[config.mk]
export PLATFORM = sky130hd
export DESIGN_NAME = frequency_change_announce_debounce_core
export DESIGN_NICKNAME = d
export VERILOG_FILES = /design/src/rtl/core/fcad_pkg.sv /design/src/rtl/core/frequency_change_announce_debounce_core.sv /design/src/rtl/core/fcad_cfg_regs.sv /design/src/rtl/core/fcad_in_stage.sv /design/src/rtl/core/fcad_engine.sv /design/src/rtl/core/fcad_out_stage.sv
export SDC_FILE = /design/constraint.sdc
export NUM_CORES = 1
export LEC_CHECK = 0
export ABC_AREA = 1
export BUFFER_PORTS_ARGS = -buffer_cell sky130_fd_sc_hd__buf_4
export CORE_MARGIN = 1
export CORE_UTILIZATION = 50
export DETAILED_ROUTE_END_ITERATION = 10
export PLACE_DENSITY_LB_ADDON = 0.25
export SLEW_MARGIN = 5
export SYNTH_ARGS = -nofsm -noshare
export SYNTH_HDL_FRONTEND = slang
export SYNTH_SLANG_ARGS = --single-unit
export TNS_END_PERCENT = 1
[constraint.sdc]
create_clock -name clk -period 8.6 [get_ports clk]
set_clock_uncertainty 0.15 [all_clocks]
set_input_delay 0.86 -clock clk [delete_from_list [all_inputs] [get_ports clk]]
set_output_delay 0.86 -clock clk [all_outputs]
set_load 0.05 [all_outputs]
[src/rtl/core/fcad_pkg.sv]
// package for the frequency change announce debounce core
// types, field widths and register codes shared by all rtl files; no dependencies
`timescale 1ns / 1ps

package fcad_pkg;

	localparam int unsigned HZ_W       = 36;
	localparam int unsigned MS_W       = 32;
	localparam int unsigned STEP_W     = 32;
	localparam int unsigned SHORT_MS_W = 16;
	localparam int unsigned CFG_DATA_W = 32;
	localparam int unsigned CFG_IDX_W  = 3;
	localparam int unsigned IN_DATA_W  = 104;
	localparam int unsigned OUT_DATA_W = 40;

	localparam logic OP_REPORT = 1'b0;
	localparam logic OP_IDLE   = 1'b1;

	typedef enum logic [CFG_IDX_W-1:0] {
		REG_MIN_STEP_HZ      = 3'd0,
		REG_IDLE_MS          = 3'd1,
		REG_MIN_INTERVAL_MS  = 3'd2,
		REG_START_IMMEDIATE  = 3'd3,
		REG_SPEECH_EN        = 3'd4,
		REG_TUNING_SPEAK_EN  = 3'd5
	} cfg_reg_t;

	typedef struct packed {
		logic [STEP_W-1:0]     min_step_hz;
		logic [SHORT_MS_W-1:0] idle_ms;
		logic [SHORT_MS_W-1:0] min_interval_ms;
		logic                  start_immediately;
		logic                  speech_enabled;
		logic                  tuning_speak_enabled;
	} cfg_t;

	typedef struct packed {
		logic            op;
		logic [HZ_W-1:0] freq_hz;
		logic [MS_W-1:0] now_ms;
		logic [MS_W-1:0] suppress_until_ms;
	} item_t;

	typedef struct packed {
		logic            announce;
		logic [HZ_W-1:0] announce_hz;
	} result_t;

endpackage

[src/rtl/core/frequency_change_announce_debounce_core.sv]
// channel  | group            | contents
// ---------+------------------+--------------------------------------------------
// input    | s_tvalid/tready  | tuser: op; tdata: freq_hz, now_ms, suppress_until_ms
// result   | m_tvalid/tready  | tuser: announce; tdata: announce_hz
// config   | cfg_we           | cfg_index selects register, cfg_wdata holds value
//
// one word per cycle unless the result side stalls; a word enters the input
// register, its decision is made against the tuning state registers and it is
// loaded into the result register, which drives m_tvalid.
// arst_n clears valid flags and tuning state; configuration returns to defaults.
// a stalled result holds the input register, which then drops s_tready.
//
// top level of the announce debounce core
// depends on fcad_pkg, fcad_cfg_regs, fcad_in_stage, fcad_engine, fcad_out_stage
`timescale 1ns / 1ps

module frequency_change_announce_debounce_core import fcad_pkg::*; (
	input  logic                  clk,
	input  logic                  arst_n,
	input  logic                  s_tvalid,
	output logic                  s_tready,
	input  logic [IN_DATA_W-1:0]  s_tdata,   // freq_hz[35:0], now_ms, suppress_until_ms, zero pad
	input  logic                  s_tuser,   // op
	output logic                  m_tvalid,
	input  logic                  m_tready,
	output logic [OUT_DATA_W-1:0] m_tdata,   // announce_hz[35:0], zero pad
	output logic                  m_tuser,   // announce
	input  logic                  cfg_we,
	input  logic [CFG_IDX_W-1:0]  cfg_index,
	input  logic [CFG_DATA_W-1:0] cfg_wdata
);

	cfg_t    cfg;
	item_t   item;
	result_t result;
	logic    item_valid;
	logic    can_load;

	fcad_cfg_regs u_cfg (
		.clk       (clk),
		.arst_n    (arst_n),
		.cfg_we    (cfg_we),
		.cfg_index (cfg_index),
		.cfg_wdata (cfg_wdata),
		.cfg       (cfg)
	);

	fcad_in_stage u_in (
		.clk        (clk),
		.arst_n     (arst_n),
		.s_tvalid   (s_tvalid),
		.s_tready   (s_tready),
		.s_tdata    (s_tdata),
		.s_tuser    (s_tuser),
		.advance    (can_load),
		.item_valid (item_valid),
		.item       (item)
	);

	fcad_engine u_engine (
		.clk    (clk),
		.arst_n (arst_n),
		.cfg    (cfg),
		.item   (item),
		.commit (item_valid && can_load),
		.result (result)
	);

	fcad_out_stage u_out (
		.clk        (clk),
		.arst_n     (arst_n),
		.load_valid (item_valid),
		.load       (result),
		.can_load   (can_load),
		.m_tvalid   (m_tvalid),
		.m_tready   (m_tready),
		.m_tdata    (m_tdata),
		.m_tuser    (m_tuser)
	);

endmodule

[src/rtl/core/fcad_cfg_regs.sv]
// configuration register file of the announce debounce core
// depends on fcad_pkg
`timescale 1ns / 1ps

module fcad_cfg_regs import fcad_pkg::*; (
	input  logic                  clk,
	input  logic                  arst_n,
	input  logic                  cfg_we,
	input  logic [CFG_IDX_W-1:0]  cfg_index,
	input  logic [CFG_DATA_W-1:0] cfg_wdata,
	output cfg_t                  cfg
);

	cfg_t cfg_q;

	always_ff @(posedge clk or negedge arst_n) begin
		if (!arst_n) begin
			cfg_q.min_step_hz          <= '0;
			cfg_q.idle_ms              <= '0;
			cfg_q.min_interval_ms      <= '0;
			cfg_q.start_immediately    <= 1'b1;
			cfg_q.speech_enabled       <= 1'b1;
			cfg_q.tuning_speak_enabled <= 1'b1;
		end else if (cfg_we) begin
			unique case (cfg_reg_t'(cfg_index))
				REG_MIN_STEP_HZ:     cfg_q.min_step_hz <= cfg_wdata[STEP_W-1:0];
				REG_IDLE_MS:         cfg_q.idle_ms <= cfg_wdata[SHORT_MS_W-1:0];
				REG_MIN_INTERVAL_MS: cfg_q.min_interval_ms <= cfg_wdata[SHORT_MS_W-1:0];
				REG_START_IMMEDIATE: cfg_q.start_immediately <= cfg_wdata[0];
				REG_SPEECH_EN:       cfg_q.speech_enabled <= cfg_wdata[0];
				REG_TUNING_SPEAK_EN: cfg_q.tuning_speak_enabled <= cfg_wdata[0];
				default: begin
				end
			endcase
		end
	end

	assign cfg = cfg_q;

endmodule

[src/rtl/core/fcad_in_stage.sv]
// input register stage: captures one word per cycle from the slave side unless stalled
// depends on fcad_pkg
`timescale 1ns / 1ps

module fcad_in_stage import fcad_pkg::*; (
	input  logic                 clk,
	input  logic                 arst_n,
	input  logic                 s_tvalid,
	output logic                 s_tready,
	input  logic [IN_DATA_W-1:0] s_tdata,
	input  logic                 s_tuser,
	input  logic                 advance,
	output logic                 item_valid,
	output item_t                item
);

	logic  valid_s1;
	item_t item_s1;

	assign s_tready = !valid_s1 || advance;

	always_ff @(posedge clk or negedge arst_n) begin
		if (!arst_n) begin
			valid_s1 <= 1'b0;
		end else if (s_tready) begin
			valid_s1 <= s_tvalid;
		end
	end

	// payload needs no reset
	always_ff @(posedge clk) begin
		if (s_tready && s_tvalid) begin
			item_s1.op                <= s_tuser;
			item_s1.freq_hz           <= s_tdata[HZ_W-1:0];
			item_s1.now_ms            <= s_tdata[HZ_W+MS_W-1:HZ_W];
			item_s1.suppress_until_ms <= s_tdata[HZ_W+2*MS_W-1:HZ_W+MS_W];
		end
	end

	assign item_valid = valid_s1;
	assign item       = item_s1;

endmodule

[src/rtl/core/fcad_engine.sv]
// announce decision logic and tuning state of the debounce core
// depends on fcad_pkg
`timescale 1ns / 1ps

module fcad_engine import fcad_pkg::*; (
	input  logic    clk,
	input  logic    arst_n,
	input  cfg_t    cfg,
	input  item_t   item,
	input  logic    commit,
	output result_t result
);

	logic            freq_known_q;
	logic [HZ_W-1:0] current_hz_q;
	logic            tuning_active_q;
	logic [HZ_W-1:0] pending_hz_q;
	logic [HZ_W-1:0] start_spoken_hz_q;
	logic [HZ_W-1:0] last_spoken_hz_q;
	logic [MS_W-1:0] last_spoken_ms_q;
	logic [MS_W-1:0] last_change_ms_q;

	logic [MS_W-1:0] until_diff;
	logic [MS_W-1:0] since_spoken;
	logic [MS_W-1:0] since_change;
	logic [HZ_W-1:0] step_abs;
	logic            suppressed;
	logic            interval_ok;
	logic            idle_ok;
	logic            changed;
	logic            step_ok;
	logic            track;
	logic [HZ_W-1:0] start_base;
	logic            speak_start;
	logic            idle_done;
	logic            speak_idle;

	always_comb begin
		until_diff   = item.now_ms - item.suppress_until_ms;
		suppressed   = until_diff[MS_W-1];
		since_spoken = item.now_ms - last_spoken_ms_q;
		since_change = item.now_ms - last_change_ms_q;
		interval_ok  = since_spoken >= {{(MS_W-SHORT_MS_W){1'b0}}, cfg.min_interval_ms};
		idle_ok      = since_change >= {{(MS_W-SHORT_MS_W){1'b0}}, cfg.idle_ms};
		step_abs     = (item.freq_hz > pending_hz_q) ? item.freq_hz - pending_hz_q
		                                             : pending_hz_q - item.freq_hz;
		// zero pending means nothing to filter against
		step_ok      = (pending_hz_q == '0)
		               || (step_abs >= {{(HZ_W-STEP_W){1'b0}}, cfg.min_step_hz});
		changed      = !freq_known_q || (item.freq_hz != current_hz_q);
		track        = (item.op == OP_REPORT) && changed && cfg.tuning_speak_enabled
		               && !suppressed && step_ok;
		// a new run forgets what was spoken at the start of the last one
		start_base   = tuning_active_q ? start_spoken_hz_q : '0;
		speak_start  = track && cfg.speech_enabled && cfg.start_immediately
		               && (start_base == '0) && interval_ok;
		idle_done    = (item.op == OP_IDLE) && cfg.speech_enabled
		               && cfg.tuning_speak_enabled && !suppressed && tuning_active_q
		               && (pending_hz_q != '0) && idle_ok && interval_ok;
		speak_idle   = idle_done && (pending_hz_q != last_spoken_hz_q);

		result.announce    = speak_start || speak_idle;
		result.announce_hz = speak_start ? item.freq_hz
		                   : (speak_idle ? pending_hz_q : '0);
	end

	always_ff @(posedge clk or negedge arst_n) begin
		if (!arst_n) begin
			freq_known_q      <= 1'b0;
			current_hz_q      <= '0;
			tuning_active_q   <= 1'b0;
			pending_hz_q      <= '0;
			start_spoken_hz_q <= '0;
			last_spoken_hz_q  <= '0;
			last_spoken_ms_q  <= '0;
			last_change_ms_q  <= '0;
		end else if (commit) begin
			if (item.op == OP_REPORT) begin
				freq_known_q <= 1'b1;
				current_hz_q <= item.freq_hz;
			end
			if (track) begin
				tuning_active_q   <= 1'b1;
				pending_hz_q      <= item.freq_hz;
				last_change_ms_q  <= item.now_ms;
				start_spoken_hz_q <= speak_start ? item.freq_hz : start_base;
			end
			if (idle_done) begin
				tuning_active_q <= 1'b0;
			end
			if (result.announce) begin
				last_spoken_hz_q <= result.announce_hz;
				last_spoken_ms_q <= item.now_ms;
			end
		end
	end

endmodule

[src/rtl/core/fcad_out_stage.sv]
// result register toward the master side
// depends on fcad_pkg
`timescale 1ns / 1ps

module fcad_out_stage import fcad_pkg::*; (
	input  logic                  clk,
	input  logic                  arst_n,
	input  logic                  load_valid,
	input  result_t               load,
	output logic                  can_load,
	output logic                  m_tvalid,
	input  logic                  m_tready,
	output logic [OUT_DATA_W-1:0] m_tdata,
	output logic                  m_tuser
);

	logic    valid_q;
	result_t result_q;

	// free when empty or when the held word leaves this cycle
	assign can_load = !valid_q || m_tready;

	always_ff @(posedge clk or negedge arst_n) begin
		if (!arst_n) begin
			valid_q <= 1'b0;
		end else if (can_load) begin
			valid_q <= load_valid;
		end
	end

	always_ff @(posedge clk) begin
		if (can_load && load_valid) begin
			result_q <= load;
		end
	end

	assign m_tvalid = valid_q;
	assign m_tuser  = result_q.announce;
	assign m_tdata  = {{(OUT_DATA_W-HZ_W){1'b0}}, result_q.announce_hz};

endmodule

==> results.toml <==
[outcome]
status = "finished clean"

[placement]
hpwl_mm = 66.8
portBuffers = 179
dp_slack_ns = 2.12
gp_congestion = 0.992

[clock_tree]
clock_sinks = 417
htreeDepth = 2
cts_setup_buffers = 0
clock-root-buffer = "clkbuf_16"
cts_made_buffers = 48
cts_tree = "done"
clkTransAtPathRegs_ns = 0.06
cts_resized = 0
clk-insertion-delay-late_ns = 0.63
clockBufferDepth = 3
hold_buffers = 0

[final_layout]
syn2layout_area_growth_pct = 12.8
finalNetCount = 4452
fin_util_pct = 57.1
drive_gt1_share_pct = 8.19
num_antenna_cells = 0

[die]
fp.dieArea_mm2 = 0.0581
fp-row-count = 87
start_util_pct = 50.6
die_w_um = 241
fp.coreArea_mm2 = 0.0564
fp.dieH_um = 241
ioPinCount = 188

[power]
peakVddDrop_uv = 212
leakage_uw = 0.0172
power_density_mw_per_mm2 = 331

[global_route]
track_usage_pct = 29.9
grt_max_degree = 116
antenna_found_initial = 1
overflow = 0
grt_pass1_vias = 24581
grt_pass1_wl_mm = 133

[timing]
rsz0062_at_grt = "no"
period_share_pct = 76.2
maxSlewHeadroom_pct = 18.5
worstMarginPinSlew_ns = 1.22
final.setup.tns_ns = 0
min_period_ns = 6.56
finalSetupViolations = 0
layout_setup_ws_ns = 2.04
fmax_mhz = 152
hold_viol = 0
final_max_slew_viol_count = 0

[setup_path]
worst-setup-path-type = "flip-flop to flip-flop"
critPathLaunch = "u_in.item[64]"
critPathCaptureType = "flip-flop"
crit_top_cell = "nand2_1"
critical_path.max_fanout = 68
cpPeakStageDelay_ns = 0.62
critPathLaunchType = "flip-flop"
worst-endpoint-arrival_ns = 6.96
critPathTopFamily = "simple AND/OR/NAND/NOR gates"
r2r-start = "u_in.item[64]"
slowest_stage = "buf_4"
cp.required_ns = 9.01
cp_num_buf_inv = 5

[synth]
yosys_warnings = 0
ys_seq_area_share_pct = 39.0
synth_area_per_cell_um2 = 7.29
synth-main-ff-cell = "dfrtp_1"
synth_edf_count = 138
mappedNetlistArea_mm2 = 0.0285
synth_cells = 3915
synth-seq-cells = 417
postSynth.asyncResetShare_pct = 66.9
synth.distinct_cells = 53

[flow_run]
drv_cap = 0

[detailed_routing]
drc = 0
firstDrtPassIters = 6
wl_per_cell_um = 17.5
drtIter0Drc = 1859
wl_mm = 85.5
num_vias = 25421
final_antenna_net_count = 0
via_per_inst = 5.22

[worst_hold_path]
hp-class = "input pin to async pin"
==> report_power, final <==
group / total, µW / leakage (µW) / switching [µW] / internal [µW]
sequential: 2890 / 0.00492 / 425 / 2470
combinational: 5600 / 0.0115 / 3650 / 1950
clock: 2160 / 0.000783 / 900 / 1260
total: 10700 / 0.0172 / 4980 / 5680
==> kinds of logic after synthesis <==
logic type | after synthesis | synth area share (%)
AOI/OAI and AO/OA | 475 | 8.92
xor gates and xnor gates | 108 | 3.31
adders and majority gates | 231 | 10.2
buffers and inverters | 713 | 9.77
DFF | 417 | 39.0
muxes | 11 | 0.386
other | 1 | 0.0131
and+or+nand+nor | 1959 | 28.4
==> placed cells by master, fill, tap and decap left out, types with 5 or more instances in the layout <==
| master | Yosys | routed |
|---|---|---|
| clkbuf_16 | 0 | 48 |
| mux2i_1 | 11 | 11 |
| ha_1 | 227 | 227 |
| clkinvlp_4 | 0 | 7 |
| edfxtp_1 | 138 | 138 |
| inv_2 | 11 | 11 |
| nand4_1 | 61 | 61 |
| xnor2_1 | 34 | 34 |
| nor3_1 | 29 | 29 |
| a21o_1 | 6 | 6 |
| o22ai_1 | 8 | 8 |
| nand2_1 | 1394 | 1392 |
| nor4_1 | 13 | 13 |
| dfrtp_1 | 276 | 276 |
| nor2_2 | 12 | 12 |
| a221oi_1 | 6 | 6 |
| a21oi_1 | 183 | 183 |
| bufinv_16 | 0 | 7 |
| xor2_1 | 74 | 74 |
| nand2_2 | 21 | 23 |
| inv_1 | 620 | 619 |
| nor2_4 | 7 | 7 |
| nand3_1 | 176 | 176 |
| o2111ai_1 | 6 | 6 |
| o21bai_1 | 17 | 17 |
| clkbuf_1 | 39 | 13 |
| o21ai_0 | 228 | 228 |
| buf_4 | 8 | 188 |
| nor2_1 | 211 | 211 |
| and2_1 | 15 | 15 |
| clkinv_2 | 0 | 9 |
| nand3b_1 | 5 | 5 |
==> path summary, 6_finish.rpt <==
kind / end / slack (ns) / depth (start not counted)
max: u_engine.last_spoken_hz_q[25] / 2.04 / 36
min: u_cfg.cfg[7] / 0.17 / 1
max reg2reg: u_engine.last_spoken_hz_q[25] / 2.04 / 36
min reg2reg: u_engine.last_spoken_ms_q[9] / 0.32 / 2
max in group asynchronous: u_engine.pending_hz_q[28] / 6.70 / 2
min in group clk: u_in.item[97] / 0.26 / 1
==> flip-flops by register name, indices dropped and copies added (netlist names), 32 cells and up <==
name and cells:
u_engine.last_spoken_ms_q 32, u_engine.start_spoken_hz_q 36, u_engine.current_hz_q 36, u_engine.last_change_ms_q 32
u_out.m_tdata 36, u_engine.pending_hz_q 36, u_in.item 101, u_cfg.cfg 67
u_engine.last_spoken_hz_q 36
==> layer usage <==
layer,vias to the layer above,global-route usage (%),routed length [µm]
met5,-,0,0
met4,0,13.6,4110
met3,201,3.97,4310
met2,753,53.0,42300
met1,11746,36.0,34800
li1,12721,-,-
==> worst register-to-register path, delay by kind of cell (launching register included) <==
kind / cells / cell delay [ns]
XOR/XNOR: 1 / 0.19
buffers and inverters: 5 / 1.40
adder cells (fa/ha/maj): 3 / 1.04
AND/OR/NAND/NOR: 24 / 2.74
flip-flops: 1 / 0.43
AO/OA/AOI/OAI: 3 / 0.53
==> final cells by class <==
cell class | instances | area (µm²)
timing repair buffer | 190 | 1450
tap | 756 | 946
sequential | 417 | 11100
multi-input combinational | 2788 | 14700
clock inverter | 28 | 387
clock buffer | 62 | 1260
fill | 5463 | 24200
inverter | 631 | 2370
==> Yosys cell counts (2+ instances only) <==
| master | instances | area [µm²] |
|---|---|---|
| a21oi_1 | 183 | 916 |
| a21boi_0 | 3 | 22.5 |
| xnor2_1 | 34 | 298 |
| a221oi_1 | 6 | 52.6 |
| nand3b_1 | 5 | 37.5 |
| ha_1 | 227 | 2840 |
| mux2i_1 | 11 | 110 |
| nand3_1 | 176 | 881 |
| nand2_4 | 2 | 22.5 |
| fa_1 | 4 | 80.1 |
| buf_2 | 29 | 145 |
| o21a_1 | 3 | 22.5 |
| nor3_1 | 29 | 145 |
| or2_2 | 4 | 25.0 |
| nand2_2 | 21 | 131 |
| inv_1 | 620 | 2330 |
| dfrtp_1 | 276 | 6910 |
| buf_4 | 8 | 60.1 |
| o21bai_1 | 17 | 128 |
| edfxtp_1 | 138 | 4140 |
| xor2_1 | 74 | 648 |
| and2_1 | 15 | 93.8 |
| a31oi_1 | 4 | 25.0 |
| nand3_4 | 2 | 35.0 |
| clkbuf_1 | 39 | 146 |
| nand2_1 | 1394 | 5230 |
| nand4_2 | 2 | 25.0 |
| dfstp_2 | 3 | 78.8 |
| nor2_2 | 12 | 75.1 |
| nor2_1 | 211 | 792 |
| a21o_1 | 6 | 45.0 |
| nor2_4 | 7 | 78.8 |
| inv_2 | 11 | 41.3 |
| buf_6 | 6 | 67.6 |
| o211ai_1 | 4 | 30.0 |
| o22ai_1 | 8 | 50.1 |
| nor4_1 | 13 | 81.3 |
| nand4_1 | 61 | 382 |
| o21ai_0 | 228 | 1140 |
| o2111ai_1 | 6 | 52.6 |
==> through the flow <==
stage          total power (µW)  std cells  hold WS (ns)  area (µm²)
6_report                  10700       4872         0.171       32200
5_1_grt                   11600       4872         0.244       32200
4_1_cts                   10700       4872         0.202       32200
3_5_place_dp               8470       4782         0.305       30500
3_3_place_gp               8370       4782         0.304       30500
2_1_floorplan              6830       3918         0.285       28600
(Power assumes the default switching activity.)
